$ cat config.mk
export PLATFORM = sky130hd
export DESIGN_NAME = mre_front_flat
export DESIGN_NICKNAME = d
export VERILOG_FILES = /design/src/hw/rtl/mre_pkg.sv /design/src/hw/rtl/mre_if.sv /design/src/hw/rtl/mre_front.sv /design/src/flat_wrapper.sv
export SDC_FILE = /design/constraint.sdc
export NUM_CORES = 1
export LEC_CHECK = 0
export BUFFER_PORTS_ARGS = -buffer_cell sky130_fd_sc_hd__buf_4
export CAP_MARGIN = 5
export CORE_ASPECT_RATIO = 0.75
export CORE_MARGIN = 3
export CORE_UTILIZATION = 45
export DETAILED_ROUTE_END_ITERATION = 12
export PLACE_DENSITY = 0.74
export SLEW_MARGIN = 10
export SYNTH_ARGS = -nofsm -noshare
export SYNTH_HDL_FRONTEND = slang
export SYNTH_SLANG_ARGS = --single-unit
$ cat constraint.sdc
create_clock -name clk_i -period 6.95 [get_ports clk_i]
set_input_delay 0.3475 -clock clk_i [delete_from_list [all_inputs] [get_ports clk_i]]
set_output_delay 0.3475 -clock clk_i [all_outputs]
set_load 0.01 [all_outputs]
$ cat src/hw/rtl/mre_pkg.sv
// Package with shared constants, types and an address helper for the matrix region engine.
package mre_pkg;

  localparam int unsigned MaxRows   = 64;
  localparam int unsigned MaxCols   = 64;
  localparam int unsigned ElemWidth = 32;
  localparam int unsigned RowW      = $clog2(MaxRows);
  localparam int unsigned ColW      = $clog2(MaxCols);
  localparam int unsigned AddrW     = RowW + ColW;
  localparam int unsigned BoundW    = 7;
  localparam int unsigned CfgIdxW   = 2;
  localparam int unsigned QueueDepth = 2;

  typedef enum logic [2:0] {
    ModeWrite     = 3'd0,
    ModeRead      = 3'd1,
    ModeMul       = 3'd2,
    ModeAdd       = 3'd3,
    ModeSub       = 3'd4,
    ModeFill      = 3'd5,
    ModeTrans     = 3'd6,
    ModeAntiTrans = 3'd7
  } mode_e;

  typedef enum logic [1:0] {
    StatusOk     = 2'd0,
    StatusOutside = 2'd1,
    StatusShape  = 2'd2,
    StatusRsvd   = 2'd3
  } status_e;

  typedef enum logic [1:0] {
    CfgTopRow    = 2'd0,
    CfgLeftCol   = 2'd1,
    CfgBottomRow = 2'd2,
    CfgRightCol  = 2'd3
  } cfg_idx_e;

  typedef enum logic [2:0] {
    StIdle,
    StReadA,
    StReadB,
    StWriteA,
    StWriteB,
    StDone
  } exec_state_e;

  // A classified command as handed from the front to the back.
  typedef struct packed {
    mode_e                 mode;
    logic                  is_region; // scalar, fill or transpose that touches memory
    logic [BoundW-1:0]     n_rows;
    logic [BoundW-1:0]     n_cols;
    logic [BoundW-1:0]     top;
    logic [BoundW-1:0]     left;
    logic [RowW-1:0]       row;
    logic [ColW-1:0]       col;
    logic [ElemWidth-1:0]  operand;
    status_e               status;
  } cmd_t;

  // Absolute store address of view-relative (r, c), wrapping like the store.
  function automatic logic [AddrW-1:0] elem_addr(input logic [BoundW-1:0] top,
                                                  input logic [BoundW-1:0] left,
                                                  input logic [BoundW-1:0] r,
                                                  input logic [BoundW-1:0] c);
    logic [BoundW:0] ar;
    logic [BoundW:0] ac;
    logic [AddrW+1:0] lin;
    begin
      ar  = {1'b0, top} + {1'b0, r};
      ac  = {1'b0, left} + {1'b0, c};
      lin = ({{(AddrW+1-BoundW){1'b0}}, ar} << ColW) +
            {{(AddrW+1-BoundW){1'b0}}, ac};
      elem_addr = lin[AddrW-1:0];
    end
  endfunction

endpackage

$ cat src/hw/rtl/mre_if.sv
// Valid/ready channel interfaces for commands, results and configuration writes.
interface mre_cmd_if;
  logic                          valid;
  logic                          ready;
  logic [2:0]                    mode;
  logic [mre_pkg::RowW-1:0]      row;
  logic [mre_pkg::ColW-1:0]      col;
  logic [mre_pkg::ElemWidth-1:0] operand;
  modport source (output valid, mode, row, col, operand, input ready);
  modport sink (input valid, mode, row, col, operand, output ready);
endinterface


interface mre_cfg_if;
  logic                        valid;
  logic                        ready;
  logic [mre_pkg::CfgIdxW-1:0] index;
  logic [mre_pkg::BoundW-1:0]  data;
  modport source (output valid, index, data, input ready);
  modport sink (input valid, index, data, output ready);
endinterface

$ cat src/hw/rtl/mre_front.sv
// Front end: view registers, command classification and the command queue.
module mre_front (
  input  logic              clk_i,
  input  logic              rst_ni,
  mre_cmd_if.sink           cmd,
  mre_cfg_if.sink           cfg,
  output mre_pkg::cmd_t     q_cmd_o,
  output logic              q_valid_o,
  input  logic              q_pop_i
);
  logic [mre_pkg::BoundW-1:0] top_q, left_q, bottom_q, right_q;
  logic [mre_pkg::BoundW-1:0] bot_c, rgt_c, n_rows, n_cols;
  mre_pkg::cmd_t              cls;
  mre_pkg::cmd_t              fifo_q [mre_pkg::QueueDepth];
  logic                       wr_ptr_q, rd_ptr_q;
  logic [1:0]                 cnt_q;
  logic                       push;

  assign cfg.ready = 1'b1;

  always_ff @(posedge clk_i or negedge rst_ni) begin
    if (!rst_ni) begin
      top_q    <= '0;
      left_q   <= '0;
      bottom_q <= mre_pkg::BoundW'(mre_pkg::MaxRows);
      right_q  <= mre_pkg::BoundW'(mre_pkg::MaxCols);
    end else if (cfg.valid) begin
      unique case (mre_pkg::cfg_idx_e'(cfg.index))
        mre_pkg::CfgTopRow:    top_q    <= cfg.data;
        mre_pkg::CfgLeftCol:   left_q   <= cfg.data;
        mre_pkg::CfgBottomRow: bottom_q <= cfg.data;
        mre_pkg::CfgRightCol:  right_q  <= cfg.data;
        default: ;
      endcase
    end
  end

  // Clamp bounds to the matrix and derive the view size.
  always_comb begin
    bot_c  = (bottom_q > mre_pkg::BoundW'(mre_pkg::MaxRows)) ?
             mre_pkg::BoundW'(mre_pkg::MaxRows) : bottom_q;
    rgt_c  = (right_q > mre_pkg::BoundW'(mre_pkg::MaxCols)) ?
             mre_pkg::BoundW'(mre_pkg::MaxCols) : right_q;
    n_rows = (bot_c > top_q) ? bot_c - top_q : '0;
    n_cols = (rgt_c > left_q) ? rgt_c - left_q : '0;
  end

  always_comb begin
    cls.mode      = mre_pkg::mode_e'(cmd.mode);
    cls.n_rows    = n_rows;
    cls.n_cols    = n_cols;
    cls.top       = top_q;
    cls.left      = left_q;
    cls.row       = cmd.row;
    cls.col       = cmd.col;
    cls.operand   = cmd.operand;
    cls.status    = mre_pkg::StatusOk;
    cls.is_region = 1'b0;
    unique case (mre_pkg::mode_e'(cmd.mode))
      mre_pkg::ModeWrite, mre_pkg::ModeRead: begin
        if ({1'b0, cmd.row} >= n_rows || {1'b0, cmd.col} >= n_cols)
          cls.status = mre_pkg::StatusOutside;
      end
      mre_pkg::ModeMul, mre_pkg::ModeAdd, mre_pkg::ModeSub, mre_pkg::ModeFill: begin
        cls.is_region = (n_rows != '0) && (n_cols != '0);
      end
      default: begin
        if (n_rows != n_cols || n_rows == '0) cls.status = mre_pkg::StatusShape;
        else cls.is_region = 1'b1;
      end
    endcase
  end

  assign cmd.ready = (cnt_q != 2'(mre_pkg::QueueDepth));
  assign push      = cmd.valid && cmd.ready;
  assign q_valid_o = (cnt_q != '0);
  assign q_cmd_o   = fifo_q[rd_ptr_q];

  always_ff @(posedge clk_i) begin
    if (push) fifo_q[wr_ptr_q] <= cls;
  end

  always_ff @(posedge clk_i or negedge rst_ni) begin
    if (!rst_ni) begin
      wr_ptr_q <= 1'b0;
      rd_ptr_q <= 1'b0;
      cnt_q    <= '0;
    end else begin
      if (push) wr_ptr_q <= ~wr_ptr_q;
      if (q_pop_i) rd_ptr_q <= ~rd_ptr_q;
      cnt_q <= cnt_q + 2'(push) - 2'(q_pop_i);
    end
  end
endmodule

$ cat src/flat_wrapper.sv
// flat-port wrapper written by rule: the top's interface ports become plain ports
module mre_front_flat 
  (clk_i, rst_ni, q_cmd_o, q_valid_o, q_pop_i, cmd_valid, cmd_mode, cmd_row, cmd_col, cmd_operand, cmd_ready, cfg_valid, cfg_index, cfg_data, cfg_ready);
  mre_cmd_if cmd_i ();
  mre_cfg_if cfg_i ();
  input  logic clk_i;
  input  logic rst_ni;
  output mre_pkg::cmd_t q_cmd_o;
  output logic q_valid_o;
  input  logic q_pop_i;
  input wire logic [$bits(cmd_i.valid)-1:0] cmd_valid;
  input wire logic [$bits(cmd_i.mode)-1:0] cmd_mode;
  input wire logic [$bits(cmd_i.row)-1:0] cmd_row;
  input wire logic [$bits(cmd_i.col)-1:0] cmd_col;
  input wire logic [$bits(cmd_i.operand)-1:0] cmd_operand;
  output wire logic [$bits(cmd_i.ready)-1:0] cmd_ready;
  input wire logic [$bits(cfg_i.valid)-1:0] cfg_valid;
  input wire logic [$bits(cfg_i.index)-1:0] cfg_index;
  input wire logic [$bits(cfg_i.data)-1:0] cfg_data;
  output wire logic [$bits(cfg_i.ready)-1:0] cfg_ready;
  assign cmd_i.valid = cmd_valid;
  assign cmd_i.mode = cmd_mode;
  assign cmd_i.row = cmd_row;
  assign cmd_i.col = cmd_col;
  assign cmd_i.operand = cmd_operand;
  assign cmd_ready = cmd_i.ready;
  assign cfg_i.valid = cfg_valid;
  assign cfg_i.index = cfg_index;
  assign cfg_i.data = cfg_data;
  assign cfg_ready = cfg_i.ready;
  mre_front u_core (.clk_i(clk_i), .rst_ni(rst_ni), .cmd(cmd_i), .cfg(cfg_i), .q_cmd_o(q_cmd_o), .q_valid_o(q_valid_o), .q_pop_i(q_pop_i));
endmodule
# Word-level counts from Yosys, hierarchy flattened
# Memory sizes are Yosys's and may differ from the RTL's.
# Cells that the tools add are included.
# word_totals
in_bits	61
ff_bits	32
ramBits	156
elab_cells	57
memories	1
output_inout_bits	81
# op_classes
magnitude_cmp	6
addsub	4
bitwise_logic	2
reduce_logical	16
n_mux	11
n_eq_ne	10
# memory_table
name	words	word_bits	rd	rd_clocked_by_memory_dff	write_ports	line	rtl
u_core.fifo_q	2	78	1	0	1	mre_front.sv:14	mre_pkg::cmd_t fifo_q [mre_pkg::QueueDepth];
# op_table
operator	n
7-bit two-way mux	4
6-bit by 7-bit >= comparator with 1-bit output	2
7-bit > comparator	2
7-bit > comparator, second input constant	2
7-bit nonzero test	2
7-bit subtractor	2
2-bit AND reduction	4
7-bit zero test	1
7-bit != test	1
3-bit by 2-bit == test with 1-bit output, second input constant	2
3-bit == test, second input constant	2
2-bit == test, second input constant	2
1-bit two-way mux	4
2-bit one-hot mux with 2 select lines	1
4-bit OR reduction	1
3-bit by 1-bit == test with 1-bit output, second input constant	1
3-bit zero test	1
2-bit by 1-bit adder with 2-bit output	1
2-bit by 1-bit == test with 1-bit output, second input constant	1
1-bit logical AND	2
2-bit zero test	1
1-bit logical OR	2
2-bit two-way mux	1
2-bit != test, second input constant	1
5 further kinds	6

# Longest topological paths before layout
# Gate-level depths: netlist of run 1.
# depth
depth_word	8
depth_mapped	17
ltp_nobuf	16

# Worst setup path before layout of run 1
# OpenSTA, ideal clock, no wires.
# synth_path
kind	reg-to-reg
from	reg u_core.cnt_q[1]
to	mem u_core.fifo_q[0][0] (netlist name) (enable)
period_less_slack_ns	4.405
t_required_ns	6.435
setup_slack_ns	2.545
t_arrival_ns	3.890
setup_time_ns	0.515
stages_incl_launch_ff	4
path_cell_list	dfrtp_1 nand2_1 nand2_1 nor2_1
# synth_via
elab_chain_cells	4
# synth_rtl
element	line	rtl
start, declared	mre_front.sv:16	logic [1:0] cnt_q;
start signal, assigned	mre_front.sv:91	cnt_q <= cnt_q + 2'(push) - 2'(q_pop_i);
2-bit != test	mre_front.sv:74	assign cmd.ready = (cnt_q != 2'(mre_pkg::QueueDepth));
named net cmd_ready	flat_wrapper.sv:16	output wire logic [$bits(cmd_i.ready)-1:0] cmd_ready;
1-bit logical AND	mre_front.sv:75	assign push = cmd.valid && cmd.ready;
1-bit two-way mux	mre_front.sv:80	if (push) fifo_q[wr_ptr_q] <= cls;
1-bit two-way mux (implied by the code)	mre_front.sv:80	
end, declared	mre_front.sv:14	
# The timed path passes the listed nets, and every way through them passes these cells.

==> results of run 1 <==
## cell families (layout without fill, tap and decap cells)
kind of cell / Yosys count / in the layout / share of synthesized area
other cells: 1 / 1 / 0.000450
flops: 188 / 188 / 0.659
simple gates: 89 / 89 / 0.0606
xor+xnor: 14 / 14 / 0.0179
compound gates: 64 / 64 / 0.0561
fa+ha+maj: 30 / 30 / 0.0469
buf+inv: 49 / 212 / 0.0236
mux: 100 / 100 / 0.135
## area by class of cell
cell class	count	area, µm²
flip-flops and latches	188	5490
clock buffers	17	425
well taps	242	303
fillers	1421	7560
clock inverters	15	216
repair buffers	145	1090
multi-input cells	298	2650
inverters	35	131
## timing repair
action	in CTS	in global routing
hold endpoints to repair	30	0
gates resized for setup	0	0
hold buffers	1	0
## layout by cell type (no fill, tap or decap), drive strengths merged, types with 2 or more instances in the layout
cell type | netlist | layout
edfxtp | 156 | 156
buf | 8 | 144
mux2 | 100 | 100
inv | 35 | 41
dfrtp | 30 | 30
ha | 28 | 28
clkbuf | 6 | 17
nor2 | 16 | 16
nand2 | 14 | 14
o21ai | 14 | 14
nor2b | 13 | 13
a21oi | 11 | 11
nand2b | 10 | 10
or2 | 9 | 9
a21o | 8 | 8
xnor2 | 8 | 8
clkinv | 0 | 7
xor2 | 6 | 6
nor3 | 5 | 5
a31oi | 4 | 4
nand3 | 3 | 3
nor4 | 3 | 3
nor3b | 3 | 3
a311oi | 3 | 3
nand3b | 3 | 3
o211ai | 3 | 3
a211oi | 3 | 3
o21bai | 3 | 3
nand4 | 2 | 2
o21a | 2 | 2
o22a | 2 | 2
or3b | 2 | 2
o311ai | 2 | 2
o22ai | 2 | 2
fa | 2 | 2
dfstp | 2 | 2
## where the power goes
part | internal [µW] | switching [µW]
Sequential | 1560 | 109
Clock | 528 | 474
Combinational | 783 | 845
## through the flow
stage / total power (µW) / cells
finish: 4300 / 940
global placement: 3270 / 907
floorplan: 2720 / 535
CTS: 4350 / 940
global route: 4550 / 940
detailed placement: 3340 / 907
## how the worst min path moves through the flow
stage / startpoint / to / depth (start not counted)
detailed placement: rst_ni / u_core.wr_ptr_q / 1
finish: cmd_operand[31] / u_core.fifo_q[0][33] / 1
global placement: rst_ni / u_core.cnt_q[0] / 1
CTS: cmd_operand[26] / u_core.fifo_q[0][28] / 1
floorplan: rst_ni / u_core.bottom_q[0] / 0
global route: cmd_operand[29] / u_core.fifo_q[0][31] / 1
## per-layer routing
layer,vias to the layer above,track usage
met5,-,0
met2,175,0.267
met1,2484,0.224
li1,2312,-
met3,28,0.0442
met4,0,0.0560
## registers in the layout (all words and copies together), names as in the netlist
signal	count
u_core.bottom_q	7
u_core.cnt_q	2
u_core.fifo_q	156
u_core.left_q	7
u_core.rd_ptr_q	1
u_core.right_q	7
u_core.top_q	7
u_core.wr_ptr_q	1
==> flow_results.xml, run 1 <==
<?xml version="1.0" encoding="UTF-8"?>
<metrics>
  <group name="timing">
    <metric name="fin_worst_skew" unit="ns">0.0103</metric>
    <metric name="slew_headroom" unit="">0.428</metric>
    <metric name="finalHoldWorstSlack" unit="ns">0.0929</metric>
    <metric name="worst_pin_slew" unit="ns">0.857</metric>
    <metric name="setup_slack" unit="ns">3.09</metric>
    <metric name="max_freq" unit="GHz">0.259</metric>
    <metric name="final_min_period_over_clock_period" unit="">0.555</metric>
    <metric name="final_max_slew_viol_count" unit="">0</metric>
    <metric name="grt_setup_unrepaired" unit="">no</metric>
    <metric name="timing.final.crit_period" unit="ns">3.86</metric>
    <metric name="final-hold-violation-count" unit="">0</metric>
    <metric name="timing.final.setup_violations" unit="">0</metric>
    <metric name="setup-tns-final" unit="ns">0</metric>
  </group>
  <group name="yosys">
    <metric name="post_synth_instance_area" unit="µm²">8320</metric>
    <metric name="cell_with_the_most_instances_after_synthesis" unit="">sky130_fd_sc_hd__edfxtp_1</metric>
    <metric name="synth.net_count" unit="">626</metric>
    <metric name="ys_seq_elements" unit="">188</metric>
    <metric name="synth.largest_area_cell" unit="">sky130_fd_sc_hd__edfxtp_1</metric>
    <metric name="synth-edff-count" unit="">156</metric>
    <metric name="synth_cell_types" unit="">61</metric>
    <metric name="yosys_warnings" unit="">0</metric>
    <metric name="synthesis.instances" unit="">535</metric>
    <metric name="yosys_most_used_dff" unit="">sky130_fd_sc_hd__edfxtp_1</metric>
    <metric name="synth_top_area_frac" unit="">0.563</metric>
    <metric name="ys_top_cells_by_count" unit="">156 x sky130_fd_sc_hd__edfxtp_1, 100 x sky130_fd_sc_hd__mux2_2, 35 x sky130_fd_sc_hd__inv_1</metric>
    <metric name="synth.top_cells.by_area" unit="">sky130_fd_sc_hd__edfxtp_1 56%, sky130_fd_sc_hd__mux2_2 14%, sky130_fd_sc_hd__dfrtp_1 9.0%</metric>
    <metric name="synth.avg_cell_area" unit="µm²">15.6</metric>
    <metric name="ys_async_sr_fraction" unit="">0.170</metric>
    <metric name="synth.yosys.seq_area_share" unit="">0.659</metric>
  </group>
  <group name="floorplanning">
    <metric name="floorplan.core_area" unit="µm²">17900</metric>
    <metric name="initial_core_util" unit="">0.466</metric>
    <metric name="fp-row-count" unit="">42</metric>
    <metric name="dieWidth" unit="µm">163</metric>
    <metric name="die_area" unit="µm²">20200</metric>
    <metric name="top_level_ports" unit="">142</metric>
    <metric name="die_height" unit="µm">124</metric>
  </group>
  <group name="routing">
    <metric name="wl_per_cell" unit="µm">17.9</metric>
    <metric name="detail_route.wirelength.met1" unit="mm">7.61</metric>
    <metric name="drt_first_pass_iters" unit="">5</metric>
    <metric name="drc" unit="">0</metric>
    <metric name="drt_iter0_markers" unit="">471</metric>
    <metric name="post_drt_via_cell_ratio" unit="">5.32</metric>
    <metric name="antenna_left" unit="">0</metric>
    <metric name="top_layer" unit="">met4</metric>
    <metric name="routed_vias" unit="">4999</metric>
    <metric name="met3RoutedLength" unit="mm">1.14</metric>
    <metric name="drt-total-wl" unit="mm">16.8</metric>
    <metric name="route.met2.wl" unit="mm">7.76</metric>
  </group>
  <group name="setup_path">
    <metric name="critical-path-top-cell-by-count" unit="">sky130_fd_sc_hd__a21o_1</metric>
    <metric name="critical_path_required" unit="ns">7.14</metric>
    <metric name="worst_path_dominant_cell_family" unit="">compound AO/OA/AOI/OAI gates</metric>
    <metric name="critPathSlowestCell" unit="">sky130_fd_sc_hd__dfstp_2</metric>
    <metric name="crit_path_max_fanout" unit="">12</metric>
    <metric name="worst-path-buf-inv" unit="">0</metric>
    <metric name="ff2ff_setup_slack" unit="ns">3.09</metric>
    <metric name="cell_depth_of_the_worst_setup_path" unit="">15</metric>
    <metric name="crit-reg2reg-capture" unit="">u_core.fifo_q[1][0]</metric>
    <metric name="critPathKind" unit="">reg2reg</metric>
    <metric name="startpoint_type" unit="">register</metric>
    <metric name="worstPathArrival" unit="ns">4.04</metric>
    <metric name="crit_start" unit="">u_core.right_q[6]</metric>
    <metric name="timing.critical_path.to" unit="">u_core.fifo_q[1][0]</metric>
    <metric name="cp-end-kind" unit="">register</metric>
    <metric name="crit_path_cell_trace" unit="">nor2b_1 -&gt; ha_1 -&gt; a211oi_1 -&gt; o21bai_1 -&gt; o21bai_1 -&gt; nor2_1 -&gt; ha_1 -&gt; nand2b_1 -&gt; a21o_1 -&gt; a21o_1 -&gt; a21o_1 -&gt; a21o_1 -&gt; a21oi_1 -&gt; o22a_1 -&gt; nor3_1</metric>
    <metric name="regToRegStartpoint" unit="">u_core.right_q[6]</metric>
    <metric name="r2r_cells" unit="">15</metric>
    <metric name="crit_path_max_incr_delay" unit="ns">0.59</metric>
  </group>
  <group name="status">
    <metric name="outcome" unit="">completed</metric>
  </group>
  <group name="clocking">
    <metric name="cts_root_buf" unit="">sky130_fd_sc_hd__clkbuf_16</metric>
    <metric name="clock_transition_at_path_regs" unit="ns">0.08</metric>
    <metric name="numCtsBuffers" unit="">17</metric>
    <metric name="post_cts.repair.setup_buffers" unit="">0</metric>
    <metric name="tritoncts_sink_count" unit="">188</metric>
    <metric name="clock_latency_of_the_later_clocked_register_in_the_worst_skew_pair" unit="ns">0.43</metric>
    <metric name="maximum_clock_path_buffer_count" unit="">2</metric>
    <metric name="tritoncts" unit="">built</metric>
    <metric name="cts-htree-levels" unit="">4</metric>
  </group>
  <group name="place">
    <metric name="post-place-ws" unit="ns">3.10</metric>
    <metric name="portBuffers" unit="">140</metric>
    <metric name="dpl.hpwl" unit="mm">11.8</metric>
    <metric name="gp_congestion" unit="">0.797</metric>
    <metric name="dpl_cell_area" unit="µm²">9660</metric>
  </group>
  <group name="finish">
    <metric name="post-route-util" unit="">0.577</metric>
    <metric name="finish.net_count" unit="">776</metric>
    <metric name="antennaDiodeCount" unit="">0</metric>
    <metric name="drive_above_1_share" unit="">0.430</metric>
    <metric name="stdcell_area" unit="µm²">10300</metric>
    <metric name="area_growth_syn_to_layout" unit="%">23.9</metric>
  </group>
  <group name="power">
    <metric name="power_per_cell_area" unit="nW/µm²">417</metric>
    <metric name="ir_drop" unit="mV">0.275</metric>
    <metric name="power.static_leakage" unit="µW">0.00404</metric>
  </group>
  <group name="global_routing">
    <metric name="grt.total_usage" unit="">0.167</metric>
    <metric name="grt_pass1_wl" unit="mm">26.2</metric>
    <metric name="gr-total-overflow" unit="">0</metric>
    <metric name="grt_pass1_vias" unit="">5091</metric>
    <metric name="grt_antenna_before_repair" unit="">0</metric>
    <metric name="maximum_number_of_pins_on_one_net_before_global_route_repair" unit="">57</metric>
  </group>
  <group name="hold_path">
    <metric name="worst_hold_path_type" unit="">in2reg</metric>
  </group>
  <group name="job">
    <metric name="max-cap-violations" unit="">0</metric>
  </group>
</metrics>
No activity file was read; power rests on OpenSTA's default activity.
==> run 2, diff against run 1 <==
- ABC_AREA: not set -> 1
- clock period: 6.95 -> 3.86 ns (I/O delays scaled with it)
==> run 2 against run 1 <==
Combinational power rose by 72%. Sequential power rose by 83%. Clock skew about the same. Via count is 7.5% higher. Global-route usage up 1.2 points. Core utilization grew 2.8 points.
==> flow_results.xml, run 2 <==
<?xml version="1.0" encoding="UTF-8"?>
<metrics>
  <group name="global_routing">
    <metric name="gr-total-overflow" unit="">0</metric>
    <metric name="grt.total_usage" unit="">0.179</metric>
    <metric name="maximum_number_of_pins_on_one_net_before_global_route_repair" unit="">79</metric>
    <metric name="grt_antenna_before_repair" unit="">0</metric>
    <metric name="grt_pass1_vias" unit="">5368</metric>
    <metric name="grt_pass1_wl" unit="mm">27.6</metric>
  </group>
  <group name="place">
    <metric name="gp_congestion" unit="">0.876</metric>
    <metric name="post-place-ws" unit="ns">0.509</metric>
    <metric name="dpl.hpwl" unit="mm">11.8</metric>
    <metric name="portBuffers" unit="">140</metric>
  </group>
  <group name="clocking">
    <metric name="cts_root_buf" unit="">sky130_fd_sc_hd__clkbuf_16</metric>
    <metric name="tritoncts" unit="">built</metric>
    <metric name="cts-htree-levels" unit="">4</metric>
    <metric name="post_cts.resized_instances" unit="">0</metric>
    <metric name="post_cts_hold_buffer_count" unit="">49</metric>
    <metric name="clock_transition_at_path_regs" unit="ns">0.07</metric>
    <metric name="post_cts.repair.setup_buffers" unit="">0</metric>
    <metric name="maximum_clock_path_buffer_count" unit="">2</metric>
    <metric name="numCtsBuffers" unit="">17</metric>
    <metric name="clock_latency_of_the_later_clocked_register_in_the_worst_skew_pair" unit="ns">0.44</metric>
    <metric name="tritoncts_sink_count" unit="">188</metric>
  </group>
  <group name="yosys">
    <metric name="post_synth_mux_area_share" unit="">0.105</metric>
    <metric name="yosys_most_used_dff" unit="">sky130_fd_sc_hd__edfxtp_1</metric>
    <metric name="synth.top_cells.by_area" unit="">sky130_fd_sc_hd__edfxtp_1 56%, sky130_fd_sc_hd__mux2_2 11%, sky130_fd_sc_hd__dfrtp_1 9.0%</metric>
    <metric name="ys_seq_elements" unit="">188</metric>
    <metric name="yosys_warnings" unit="">0</metric>
    <metric name="synth-xor-area-share" unit="">0.00525</metric>
    <metric name="synth.avg_cell_area" unit="µm²">12.9</metric>
    <metric name="combinational_family_with_the_most_area_after_synthesis" unit="">simple AND/OR/NAND/NOR gates</metric>
    <metric name="synthesis.instances" unit="">648</metric>
    <metric name="post_synth_simple_gate_area" unit="">0.112</metric>
    <metric name="synth.largest_area_cell" unit="">sky130_fd_sc_hd__edfxtp_1</metric>
    <metric name="synth_top_area_frac" unit="">0.561</metric>
    <metric name="yosys.area_share.adder" unit="">0.0468</metric>
    <metric name="cell_with_the_most_instances_after_synthesis" unit="">sky130_fd_sc_hd__edfxtp_1</metric>
    <metric name="ys_top_cells_by_count" unit="">156 x sky130_fd_sc_hd__edfxtp_1, 113 x sky130_fd_sc_hd__nand2_1, 78 x sky130_fd_sc_hd__mux2_2</metric>
    <metric name="synth.net_count" unit="">739</metric>
    <metric name="synth.yosys.seq_area_share" unit="">0.657</metric>
    <metric name="ys_async_sr_fraction" unit="">0.170</metric>
    <metric name="synth_cell_types" unit="">35</metric>
    <metric name="synth_compound_gate_area_share" unit="">0.0291</metric>
    <metric name="synth-edff-count" unit="">156</metric>
    <metric name="post_synth_instance_area" unit="µm²">8350</metric>
  </group>
  <group name="floorplanning">
    <metric name="floorplan.core_area" unit="µm²">17900</metric>
    <metric name="top_level_ports" unit="">142</metric>
    <metric name="fp-row-count" unit="">42</metric>
    <metric name="initial_core_util" unit="">0.466</metric>
    <metric name="die_area" unit="µm²">20200</metric>
    <metric name="die_height" unit="µm">124</metric>
    <metric name="dieWidth" unit="µm">163</metric>
  </group>
  <group name="finish">
    <metric name="finish.net_count" unit="">938</metric>
    <metric name="final_common_cell" unit="">sky130_fd_sc_hd__edfxtp_1</metric>
    <metric name="most-common-layout-cells" unit="">156 x sky130_fd_sc_hd__edfxtp_1, 144 x sky130_fd_sc_hd__buf_4, 113 x sky130_fd_sc_hd__nand2_1, 78 x sky130_fd_sc_hd__mux2_2, 77 x sky130_fd_sc_hd__inv_1</metric>
    <metric name="area_growth_syn_to_layout" unit="%">29.8</metric>
    <metric name="largest_register_ffs" unit="">156</metric>
    <metric name="antennaDiodeCount" unit="">0</metric>
    <metric name="largest_register_by_flop_count" unit="">u_core.fifo_q</metric>
    <metric name="nFillCells" unit="">1431</metric>
    <metric name="drive_above_1_share" unit="">0.333</metric>
  </group>
  <group name="setup_path">
    <metric name="critPathSlowestCell" unit="">sky130_fd_sc_hd__fa_1</metric>
    <metric name="worstPathArrival" unit="ns">3.54</metric>
    <metric name="crit_path_max_incr_delay" unit="ns">0.41</metric>
    <metric name="crit-reg2reg-capture" unit="">u_core.fifo_q[1][0]</metric>
    <metric name="worst-path-buf-inv" unit="">0</metric>
    <metric name="crit_path_max_fanout" unit="">3</metric>
    <metric name="startpoint_type" unit="">register</metric>
    <metric name="cp-end-kind" unit="">register</metric>
    <metric name="crit_start" unit="">u_core.right_q[0]</metric>
    <metric name="timing.critical_path.to" unit="">u_core.fifo_q[1][0]</metric>
    <metric name="r2r_cells" unit="">16</metric>
    <metric name="ff2ff_setup_slack" unit="ns">0.50</metric>
    <metric name="worst_path_dominant_cell_family" unit="">simple AND/OR/NAND/NOR gates</metric>
    <metric name="cell_depth_of_the_worst_setup_path" unit="">16</metric>
    <metric name="crit_path_cell_trace" unit="">nor4_1 -&gt; nand3_1 -&gt; nand2_1 -&gt; nand2_1 -&gt; ha_1 -&gt; fa_1 -&gt; or2_2 -&gt; nand2_1 -&gt; nand3_1 -&gt; ha_1 -&gt; a31oi_1 -&gt; nand3_1 -&gt; nand4_1 -&gt; o21ai_0 -&gt; o21ai_0 -&gt; a21oi_1</metric>
    <metric name="critPathKind" unit="">reg2reg</metric>
    <metric name="regToRegStartpoint" unit="">u_core.right_q[0]</metric>
    <metric name="critical_path_required" unit="ns">4.04</metric>
  </group>
  <group name="timing">
    <metric name="final_max_slew_viol_count" unit="">0</metric>
    <metric name="final_min_period_over_clock_period" unit="">0.871</metric>
    <metric name="finalHoldWorstSlack" unit="ns">0.106</metric>
    <metric name="worst_pin_slew" unit="ns">0.889</metric>
    <metric name="timing.final.setup_violations" unit="">0</metric>
    <metric name="max_freq" unit="GHz">0.297</metric>
    <metric name="final-hold-violation-count" unit="">0</metric>
    <metric name="timing.final.crit_period" unit="ns">3.36</metric>
    <metric name="fin_worst_skew" unit="ns">0.0100</metric>
    <metric name="slew_headroom" unit="">0.407</metric>
    <metric name="grt_setup_unrepaired" unit="">no</metric>
    <metric name="setup-tns-final" unit="ns">0</metric>
    <metric name="setup_slack" unit="ns">0.496</metric>
  </group>
  <group name="power">
    <metric name="power.static_leakage" unit="µW">0.00458</metric>
    <metric name="combinational_power_share" unit="">0.366</metric>
    <metric name="p_int" unit="µW">5070</metric>
    <metric name="ir_drop" unit="mV">0.621</metric>
    <metric name="p_sw_frac" unit="">0.339</metric>
    <metric name="power_per_cell_area" unit="nW/µm²">708</metric>
    <metric name="net_switching_power" unit="µW">2610</metric>
    <metric name="seq_power_share" unit="">0.399</metric>
    <metric name="p_clk_frac" unit="">0.234</metric>
  </group>
  <group name="routing">
    <metric name="antenna_left" unit="">0</metric>
    <metric name="drt_iter0_markers" unit="">402</metric>
    <metric name="post_drt_via_cell_ratio" unit="">4.88</metric>
    <metric name="routed_vias" unit="">5375</metric>
    <metric name="wl_per_cell" unit="µm">15.9</metric>
    <metric name="drt_first_pass_iters" unit="">4</metric>
    <metric name="drt-total-wl" unit="mm">17.6</metric>
    <metric name="drc" unit="">0</metric>
  </group>
  <group name="status">
    <metric name="outcome" unit="">completed</metric>
  </group>
  <group name="job">
    <metric name="max-cap-violations" unit="">0</metric>
  </group>
  <group name="hold_path">
    <metric name="worst_hold_path_type" unit="">in2reg</metric>
  </group>
</metrics>
run 2: cell count changes after synthesis, sizes merged, moves of 5 or more:
| cell | delta |
|---|---|
| a21o | -8 |
| inv | +46 |
| mux2 | -22 |
| nand2 | +105 |
| nand2b | -10 |
| nand3 | +33 |
| nor2 | +15 |
| nor2b | -13 |
| o21ai | +21 |
| or2 | -6 |
| xnor2 | -5 |
run 2: worst min-delay path by stage:
stage                            from                  to  slack, ns  depth (start not counted)
final                     cfg_data[4]     u_core.top_q[4]       0.11                          3
after CTS                 cfg_data[4]     u_core.top_q[4]       0.09                          3
after global placement         rst_ni     u_core.cnt_q[0]       0.15                          1
after global routing      cfg_data[3]     u_core.top_q[3]       0.11                          3
after floorplan                rst_ni  u_core.bottom_q[0]      -0.10                          0
after detailed placement       rst_ni     u_core.cnt_q[0]       0.15                          1
run 2: area by class of cell:
class                   instances  area [µm²]  share of cell area
well taps                     242         303              0.0279
repair buffers                194        1590               0.147
clock buffers                  17         425              0.0392
clock inverters                15         211              0.0195
multi-input cells             364        2510               0.232
flip-flops and latches        188        5490               0.507
inverters                      82         308              0.0284
run 2: power by group through the flow:
stage	logic (µW)	registers, µW	clock network, µW
6_report	2810	3060	1800
5_1_grt	3110	3120	1940
4_1_cts	2830	3070	1850
3_5_place_dp	2770	3110	0
3_3_place_gp	2740	3080	0
2_1_floorplan	1800	2950	0
run 2: routing by layer:
| layer | share of wire | wire, µm | global-route usage | vias up |
|---|---|---|---|---|
| met5 | 0 | 0 | 0 | - |
| li1 | - | - | - | 2652 |
| met4 | 0.0073 | 129 | 0.0433 | 0 |
| met3 | 0.070 | 1230 | 0.0549 | 11 |
| met1 | 0.47 | 8240 | 0.247 | 2570 |
| met2 | 0.45 | 7970 | 0.282 | 142 |
run 2: worst register-to-register path, delay by kind of cell, from the launching register on:
| family | cells | cell delay (ns) |
|---|---|---|
| AO/OA/AOI/OAI | 4 | 0.52 |
| flip-flops | 1 | 0.39 |
| AND/OR/NAND/NOR | 9 | 1.25 |
| adder cells (fa/ha/maj) | 3 | 0.96 |
run 2: metrics by stage:
stage	total power [µW]	cells	util	area (µm²)
global placement	5830	1021	0.542	9710
floorplan	4750	648	-	8350
detailed placement	5880	1021	0.542	9710
global route	8170	1102	0.605	10800
CTS	7750	1102	0.605	10800
finish	7680	1102	0.605	10800
run 2: cell families (layout without fill, tap and decap cells):
family | Yosys count | in the layout
buffers and inverters | 96 | 308
AO/OA/AOI/OAI | 47 | 47
flip-flops | 188 | 188
adder cells (fa/ha/maj) | 30 | 30
AND/OR/NAND/NOR | 203 | 203
other | 1 | 1
XOR/XNOR | 5 | 5
multiplexers | 78 | 78
